## src/hdl/takf_pkg.sv

```systemverilog
// Shared widths, constants and reset values for the two-axis Kalman smoother.
package takf_pkg;

	localparam int DATA_W    = 32;           // estimate, measurement, registers
	localparam int DEN_W     = DATA_W + 1;   // err + measure uncertainty, exact
	localparam int REM_W     = DEN_W + 1;    // divider partial remainder
	localparam int GAIN_W    = 16;           // unsigned Q0.16 gain
	localparam int QUO_W     = GAIN_W + 1;   // raw quotient, may reach 1.0
	localparam int DIV_CNT_W = 5;
	localparam logic [DIV_CNT_W-1:0] DIV_LAST = DIV_CNT_W'(QUO_W - 1);

	localparam int MUL_W  = DATA_W + 1;      // signed operand width
	localparam int PROD_W = 2 * MUL_W;

	localparam int IDX_W = 1;
	localparam logic [IDX_W-1:0] REG_MEAS_UNC   = 1'd0;
	localparam logic [IDX_W-1:0] REG_PROC_NOISE = 1'd1;

	localparam logic [DATA_W-1:0] RST_MEAS_UNC   = 32'd3277;
	localparam logic [DATA_W-1:0] RST_PROC_NOISE = 32'd655;
	localparam logic [DATA_W-1:0] RST_ERR_EST    = 32'd3277;

	localparam logic [QUO_W-1:0] Q_ONE = 17'h10000;

endpackage

```

## src/hdl/takf_div.sv

```systemverilog
// Restoring divider: gain = floor(dividend * 2^16 / divisor), one quotient bit per cycle.
module takf_div (
	input  logic                          clk,
	input  logic                          arst_n,
	input  logic                          start,
	input  logic [takf_pkg::DATA_W-1:0]   dividend,
	input  logic [takf_pkg::DEN_W-1:0]    divisor,
	output logic                          done,
	output logic [takf_pkg::GAIN_W-1:0]   gain
);
	import takf_pkg::*;

	logic                 busy_q;
	logic                 done_q;
	logic [DIV_CNT_W-1:0] cnt_q;
	logic [REM_W-1:0]     rem_q;
	logic [DEN_W-1:0]     den_q;
	logic [QUO_W-1:0]     quo_q;
	logic                 zero_q;

	logic             ge;
	logic [REM_W-1:0] rem_nxt;

	assign ge      = rem_q >= {1'b0, den_q};
	assign rem_nxt = ge ? (rem_q - {1'b0, den_q}) : rem_q;

	always_ff @(posedge clk or negedge arst_n) begin
		if (!arst_n) begin
			busy_q <= 1'b0;
			done_q <= 1'b0;
			cnt_q  <= '0;
		end else if (start) begin
			busy_q <= 1'b1;
			done_q <= 1'b0;
			cnt_q  <= '0;
		end else if (busy_q) begin
			cnt_q <= cnt_q + 1'b1;
			if (cnt_q == DIV_LAST) begin
				busy_q <= 1'b0;
				done_q <= 1'b1;
			end
		end else begin
			done_q <= 1'b0;
		end
	end

	// remainder stays below the divisor, so the shift never drops a set bit
	always_ff @(posedge clk) begin
		if (start) begin
			rem_q  <= REM_W'(dividend);
			den_q  <= divisor;
			zero_q <= (divisor == '0);
			quo_q  <= '0;
		end else if (busy_q) begin
			quo_q <= {quo_q[QUO_W-2:0], ge};
			rem_q <= {rem_nxt[REM_W-2:0], 1'b0};
		end
	end

	assign done = done_q;
	// quotient of exactly 1.0 clips to the largest Q0.16 gain
	assign gain = zero_q ? '0 : (quo_q[QUO_W-1] ? '1 : quo_q[GAIN_W-1:0]);

endmodule

```

## src/hdl/takf_mul.sv

```systemverilog
// Shared signed multiplier with a registered product.
module takf_mul (
	input  logic                         clk,
	input  logic [takf_pkg::MUL_W-1:0]   a,
	input  logic [takf_pkg::MUL_W-1:0]   b,
	output logic [takf_pkg::PROD_W-1:0]  prod
);
	import takf_pkg::*;

	logic [PROD_W-1:0] prod_q;

	always_ff @(posedge clk) begin
		prod_q <= PROD_W'($signed(a) * $signed(b));
	end

	assign prod = prod_q;

endmodule

```

## src/hdl/two_axis_scalar_kalman_filter.sv

```systemverilog
// Two-channel scalar Kalman smoother, Q16.16, with shared divider and multiplier.
//
//  channel | direction | handshake         | payload
//  --------+-----------+-------------------+--------------------------------------
//  s_*     | in        | s_tvalid/s_tready | s_tdata: measurement, s_tuser: channel
//  m_*     | out       | m_tvalid/m_tready | m_tdata: estimate
//  wr_*    | in        | wr_en             | wr_index, wr_data
//
// One request passes through the serial divider (one gain bit per cycle),
// makes 3 passes through the shared multiplier, then does the error update,
// the output load and a return to idle.
// s_tready is high only while the sequencer is idle.
// A result waiting in the output register does not stop the next request;
// only the final load waits for the output register to free up.
// Reset (arst_n low) restores registers, estimates and the error estimate.
module two_axis_scalar_kalman_filter (
	input  logic                        clk,
	input  logic                        arst_n,
	input  logic                        s_tvalid,
	output logic                        s_tready,
	input  logic [takf_pkg::DATA_W-1:0] s_tdata,   // [31:0] measurement
	input  logic                        s_tuser,   // [0] channel select
	output logic                        m_tvalid,
	input  logic                        m_tready,
	output logic [takf_pkg::DATA_W-1:0] m_tdata,   // [31:0] estimate
	input  logic                        wr_en,
	input  logic [takf_pkg::IDX_W-1:0]  wr_index,
	input  logic [takf_pkg::DATA_W-1:0] wr_data
);
	import takf_pkg::*;

	typedef enum logic [6:0] {
		ST_IDLE = 7'b0000001,
		ST_DIV  = 7'b0000010,
		ST_MULD = 7'b0000100,
		ST_EST  = 7'b0001000,
		ST_MULQ = 7'b0010000,
		ST_ERR  = 7'b0100000,
		ST_FIN  = 7'b1000000
	} state_t;

	state_t              state_q;
	logic [DATA_W-1:0]   meas_unc_q;
	logic [DATA_W-1:0]   proc_noise_q;
	logic [DATA_W-1:0]   est_x_q;
	logic [DATA_W-1:0]   est_y_q;
	logic [DATA_W-1:0]   err_q;
	logic                chan_q;
	logic [DATA_W-1:0]   z_q;
	logic [DATA_W-1:0]   est_q;
	logic [DATA_W-1:0]   mag_q;
	logic [DATA_W-1:0]   t1_q;
	logic [DATA_W-1:0]   out_q;
	logic                m_tvalid_q;

	logic                accept;
	logic                out_load;
	logic                div_done;
	logic [GAIN_W-1:0]   gain;
	logic [DEN_W-1:0]    den;
	logic [MUL_W-1:0]    mul_a;
	logic [MUL_W-1:0]    mul_b;
	logic [PROD_W-1:0]   prod;
	logic [DATA_W-1:0]   last;
	logic [DATA_W:0]     diff;
	logic [DATA_W+1:0]   delta;
	logic [DATA_W+1:0]   est_sum;
	logic [DATA_W-1:0]   est_sat;
	logic [DATA_W+1:0]   mag_full;
	logic [47:0]         t2;
	logic [48:0]         err_sum;
	logic [DATA_W-1:0]   err_new;

	assign s_tready = (state_q == ST_IDLE);
	assign accept   = s_tvalid && s_tready;
	assign out_load = (state_q == ST_FIN) && (!m_tvalid_q || m_tready);

	assign den = {1'b0, err_q} + {1'b0, meas_unc_q};

	takf_div u_div (
		.clk      (clk),
		.arst_n   (arst_n),
		.start    (accept),
		.dividend (err_q),
		.divisor  (den),
		.done     (div_done),
		.gain     (gain)
	);

	// operands for gain*diff, (1-gain)*err and |delta|*q in turn
	always_comb begin
		case (state_q)
			ST_MULD: begin
				mul_a = {17'b0, gain};
				mul_b = diff;
			end
			ST_EST: begin
				mul_a = {16'b0, Q_ONE - {1'b0, gain}};
				mul_b = {1'b0, err_q};
			end
			ST_MULQ: begin
				mul_a = {1'b0, mag_q};
				mul_b = {1'b0, proc_noise_q};
			end
			default: begin
				mul_a = '0;
				mul_b = '0;
			end
		endcase
	end

	takf_mul u_mul (
		.clk  (clk),
		.a    (mul_a),
		.b    (mul_b),
		.prod (prod)
	);

	assign last = chan_q ? est_y_q : est_x_q;
	assign diff = {z_q[DATA_W-1], z_q} - {last[DATA_W-1], last};

	// arithmetic shift of the product floors toward minus infinity
	assign delta   = prod[49:16];
	assign est_sum = {{2{last[DATA_W-1]}}, last} + delta;
	always_comb begin
		if (est_sum[DATA_W+1:DATA_W-1] == 3'b000 || est_sum[DATA_W+1:DATA_W-1] == 3'b111) begin
			est_sat = est_sum[DATA_W-1:0];
		end else if (est_sum[DATA_W+1]) begin
			est_sat = 32'h8000_0000;
		end else begin
			est_sat = 32'h7FFF_FFFF;
		end
	end
	assign mag_full = delta[DATA_W+1] ? (~delta + 1'b1) : delta;

	assign t2      = prod[63:16];
	assign err_sum = {1'b0, t2} + {17'b0, t1_q};
	assign err_new = (|err_sum[48:DATA_W]) ? '1 : err_sum[DATA_W-1:0];

	always_ff @(posedge clk or negedge arst_n) begin
		if (!arst_n) begin
			state_q      <= ST_IDLE;
			meas_unc_q   <= RST_MEAS_UNC;
			proc_noise_q <= RST_PROC_NOISE;
			est_x_q      <= '0;
			est_y_q      <= '0;
			err_q        <= RST_ERR_EST;
			m_tvalid_q   <= 1'b0;
		end else begin
			if (wr_en) begin
				case (wr_index)
					REG_MEAS_UNC:   meas_unc_q   <= wr_data;
					REG_PROC_NOISE: proc_noise_q <= wr_data;
					default: ;
				endcase
			end

			if (out_load) begin
				m_tvalid_q <= 1'b1;
			end else if (m_tready) begin
				m_tvalid_q <= 1'b0;
			end

			case (state_q)
				ST_IDLE: begin
					if (accept) state_q <= ST_DIV;
				end
				ST_DIV: begin
					if (div_done) state_q <= ST_MULD;
				end
				ST_MULD: state_q <= ST_EST;
				ST_EST: begin
					if (chan_q) begin
						est_y_q <= est_sat;
					end else begin
						est_x_q <= est_sat;
					end
					state_q <= ST_MULQ;
				end
				ST_MULQ: state_q <= ST_ERR;
				ST_ERR: begin
					err_q   <= err_new;
					state_q <= ST_FIN;
				end
				ST_FIN: begin
					if (out_load) state_q <= ST_IDLE;
				end
				default: state_q <= ST_IDLE;
			endcase
		end
	end

	always_ff @(posedge clk) begin
		if (accept) begin
			chan_q <= s_tuser;
			z_q    <= s_tdata;
		end
		if (state_q == ST_EST) begin
			est_q <= est_sat;
			mag_q <= mag_full[DATA_W-1:0];
		end
		if (state_q == ST_MULQ) begin
			t1_q <= prod[47:16];
		end
		if (out_load) begin
			out_q <= est_q;
		end
	end

	assign m_tvalid = m_tvalid_q;
	assign m_tdata  = out_q;

	a_single_item: assert property (@(posedge clk) disable iff (!arst_n)
		(s_tvalid && s_tready) |=> !s_tready)
		else $error("request accepted while a previous one is in flight");

	a_div_done_in_div: assert property (@(posedge clk) disable iff (!arst_n)
		div_done |-> (state_q == ST_DIV))
		else $error("divider finished outside the divide phase");

	a_err_update: assert property (@(posedge clk) disable iff (!arst_n)
		!$stable(err_q) |-> ($past(state_q) == ST_ERR))
		else $error("error estimate changed outside its update step");

	a_out_from_fin: assert property (@(posedge clk) disable iff (!arst_n)
		$rose(m_tvalid) |-> ($past(state_q) == ST_FIN))
		else $error("result raised without finishing an update");

endmodule
```

## config.mk

```make
export PLATFORM = sky130hd
export DESIGN_NAME = two_axis_scalar_kalman_filter
export DESIGN_NICKNAME = d
export VERILOG_FILES = /design/src/hdl/takf_pkg.sv /design/src/hdl/takf_div.sv /design/src/hdl/takf_mul.sv /design/src/hdl/two_axis_scalar_kalman_filter.sv
export SDC_FILE = /design/constraint.sdc
export NUM_CORES = 2
export LEC_CHECK = 0
export ABC_AREA = 0
export BUFFER_PORTS_ARGS = -buffer_cell sky130_fd_sc_hd__clkbuf_2
export CAP_MARGIN = 20
export CORE_ASPECT_RATIO = 0.9
export CORE_MARGIN = 3
export CORE_UTILIZATION = 45
export DETAILED_ROUTE_END_ITERATION = 16
export GPL_TIMING_DRIVEN = 0
export PLACE_DENSITY = 0.67
export SETUP_SLACK_MARGIN = 0.5
export SKIP_CTS_REPAIR_TIMING = 1
export SLEW_MARGIN = 30
export SYNTH_ARGS = -nofsm -noshare
export SYNTH_HDL_FRONTEND = slang
export SYNTH_SLANG_ARGS = --single-unit
```

## constraint.sdc

```tcl
create_clock -name clk -period 26.4 [get_ports clk]
set_clock_uncertainty 0.05 [all_clocks]
set_input_delay 0 -clock clk [delete_from_list [all_inputs] [get_ports clk]]
set_output_delay 0 -clock clk [all_outputs]
set_load 0.01 [all_outputs]
```

==> out/results.ini <==
[run_status]
status = complete, no violations

[power]
swShare = 0.3702
leakage_uw = 0.03107
p_sw_uw = 967.1
power.density_nw_per_um2 = 40.09
irDropWorstVdd_v = 0.00004819
p_comb_frac = 0.370
total_power_uw = 2612
clkPwrFrac = 0.267
p_seq_frac = 0.362
internal_power_uw = 1645

[finish]
fillCellCount = 12290
fin_area_sq_um = 65160
multi_input_area_sq_um = 41860
drive_above_1_share = 0.05594
synthToLayoutAreaGrowth_pct = 9.263
nets = 8140
seq_area_sq_um = 12560

[cts]
clockBufferDepth = 3
clkSinkCount = 469
cts_tree = done
clk_pin_slew_ns = 0.06
clock_latency_ns = 0.60
cts_root_buf = clkbuf_16
htreeDepth = 2
cts_made_buffers = 45

[placement]
port-buffer-count = 104
hpwl_mm = 177.2
gp_congestion = 1.032
dpl_cell_area_sq_um = 62830

[synth]
avgSynthCellArea_sq_um = 9.261
synth-xor-area-share = 0.03231
yosysTopAreaCell = fa_1
synth.distinct_cells = 92
synth_nets = 7895
synth-compound-area-share = 0.1017
synth_top_family_by_area = adder cells
synth_most_common_cell = inv_1
syn_area_sq_um = 59630
synth-adder-area-share = 0.4079
synth-main-ff-cell = edfxtp_1
synth.top_cells.by_count = inv_1 (1,155), fa_1 (932), nand2_1 (918)
ys_seq_area_frac = 0.2107
synth_mux_area_frac = 0.02228
yosys.area_share.simple = 0.1350
ys_ff_latch = 469
synth_area_leaders = fa_1 (31%), edfxtp_1 (11%), ha_1 (9.5%)
synth_cells = 6439
synth_edf_count = 227
async_reset_ff_frac = 0.3731
synth_top_cell_area_share = 0.3129
ys_warn_count = 0

[worst_hold_path]
hold_start = wr_index
hold_path.class = input pin to flip-flop
hold_end = proc_noise_q[0]
holdPathStages = 3

[setup_path]
cpMostUsedCell = fa_1
rrSetupSlack_ns = 11.02
arrival_ns = 15.84
critical_path_required_ns = 26.87
start_kind = flip-flop
path_class = flip-flop to flip-flop
rr_worst_depth = 43
worstSetupEndpointType = flip-flop
cp_max_fo = 10
critPathSlowestCell = clkbuf_1
reg2reg_to = u_mul.prod[58]
cpPeakStageDelay_ns = 0.80
r2r_start = chan_q

[route]
viasPerCell = 5.754
drc_errors = 0
vias = 48680
drt-initial-drc-count = 5603
wire_per_inst_microns = 25.52
firstDrtPassIters = 8
final_antenna_net_count = 0
routed_wl_mm = 215.9

[timing]
period_minus_slack_ns = 15.38
fmax_mhz = 65.04
tightest_slew_ns = 1.161
hold_viol_final = 0
final_max_slew_viol_count = 0
maxSlewHeadroom = 0.2228
finalSetupTns_ns = 0
grt_setup_unrepaired = false
setup_viol = 0
post-route-period-util = 0.5824

[floorplan]
initial_utilization = 0.4541
core-area_sq_um = 131300
row_count = 126
die-area_sq_um = 136900
die_x_microns = 389.7
io_pins = 105
die_h_microns = 351.4

[global_route]
grt_max_degree = 80
grt_overflow_total = 0
grt_first_pass_wirelength_mm = 318.5
track_usage = 0.3164
grt_antenna_before_repair = 11
grt_pass1_vias = 48600

[flow_run]
cap_violations = 0

## layout by cell type, fill, tap and decap left out, types with 19 or more instances in the layout
master         count
inv_1           1155
fa_1             932
nand2_1          918
nor2_1           566
ha_1             453
a21oi_1          252
clkbuf_1         236
edfxtp_1         227
o21ai_0          171
xnor2_1          164
dfrtp_1          154
clkbuf_2         127
a21o_1           126
dlygate4sd3_1     71
mux2_2            70
dfxtp_1           67
and2_1            62
xor2_1            56
mux2i_1           54
nand2b_1          52
nand3_1           48
clkbuf_16         47
a31oi_1           43
o21a_1            41
nor3_1            41
o22a_1            35
nor2b_1           32
nand4_1           28
and3_1            27
o21bai_1          25
a211oi_1          24
buf_1             21
a22oi_1           21
dfstp_2           21
or3_1             19
## worst max-delay path: cells and delay by family (launching register included)
kind | cells | cell delay (ns)
muxes | 1 | 0.58
adders and majority gates | 10 | 4.65
and+or+nand+nor | 6 | 1.92
AOI/OAI and AO/OA | 13 | 4.20
buffers and inverters | 11 | 3.19
xor gates and xnor gates | 2 | 0.38
DFF | 1 | 0.32
## worst max path at each step
stage	cells after the start	startpoint	slack (ns)	to
after floorplan	34	state_q[6]	14.71	u_mul.prod[58]
after detailed placement	43	chan_q	11.24	u_mul.prod[58]
after global placement	34	state_q[6]	9.61	u_mul.prod[58]
after CTS	43	chan_q	11.18	u_mul.prod[58]
final	43	chan_q	11.02	u_mul.prod[58]
after global routing	43	chan_q	10.74	u_mul.prod[58]
## stage by stage
| step | util | worst slack, ns | instances | hold WS, ns |
|---|---|---|---|---|
| 2_1_floorplan | - | 14.71 | 6439 | -0.3456 |
| 3_3_place_gp | 0.4745 | 9.612 | 8271 | 0.1281 |
| 3_5_place_dp | 0.4785 | 11.24 | 8292 | -0.1470 |
| 4_1_cts | 0.4901 | 11.18 | 8376 | -0.7790 |
| 5_1_grt | 0.4960 | 10.74 | 8453 | 0.004847 |
| 6_report | 0.4962 | 11.02 | 8460 | 0.01824 |
## metal layers
metal,track usage,up-vias,part of all wire
met1,0.4438,24420,0.41
met2,0.4645,2745,0.42
met5,0,-,0.00013
met3,0.08071,507,0.12
li1,-,21000,-
met4,0.1364,4,0.053
## power groups by stage
stage	combinational (uW)	clock, uW	sequential [uW]
2_1_floorplan	679	0	934
3_3_place_gp	900	0	963
3_5_place_dp	932	0	959
4_1_cts	939	705	945
5_1_grt	1070	730	954
6_report	968	698	947
## area by class of cell
class                           count  share of cell area
Clock inverter                     18            0.003514
Clock buffer                       66             0.01987
Antenna cell                       11           0.0004225
Sequential cell                   469              0.1928
Multi-Input combinational cell   4539              0.6425
Timing Repair Buffer              198             0.02466
Buffer                            274             0.01640
Inverter                         1157             0.06665
Tap cell                         1728             0.03318
## sequential cells by signal, indices dropped and copies added (netlist names), 5 cells and up
| name | count |
|---|---|
| u_mul.prod | 48 |
| u_div.rem_q | 34 |
| u_div.den_q | 33 |
| err_q | 32 |
| est_q | 32 |
| est_x_q | 32 |
| est_y_q | 32 |
| m_tdata | 32 |
| mag_q | 32 |
| meas_unc_q | 32 |
| proc_noise_q | 32 |
| t1_q | 32 |
| z_q | 32 |
| u_div.quo_q | 17 |
| state_q | 7 |
| u_div.cnt_q | 5 |
## cells by family after synthesis
kind of cell               after synthesis
AOI/OAI and AO/OA                      931
xor gates and xnor gates               220
adders and majority gates             1385
buffers and inverters                 1431
DFF                                    469
muxes                                  124
and+or+nand+nor                       1879
Note: power is estimated with default switching activity, not from simulation.
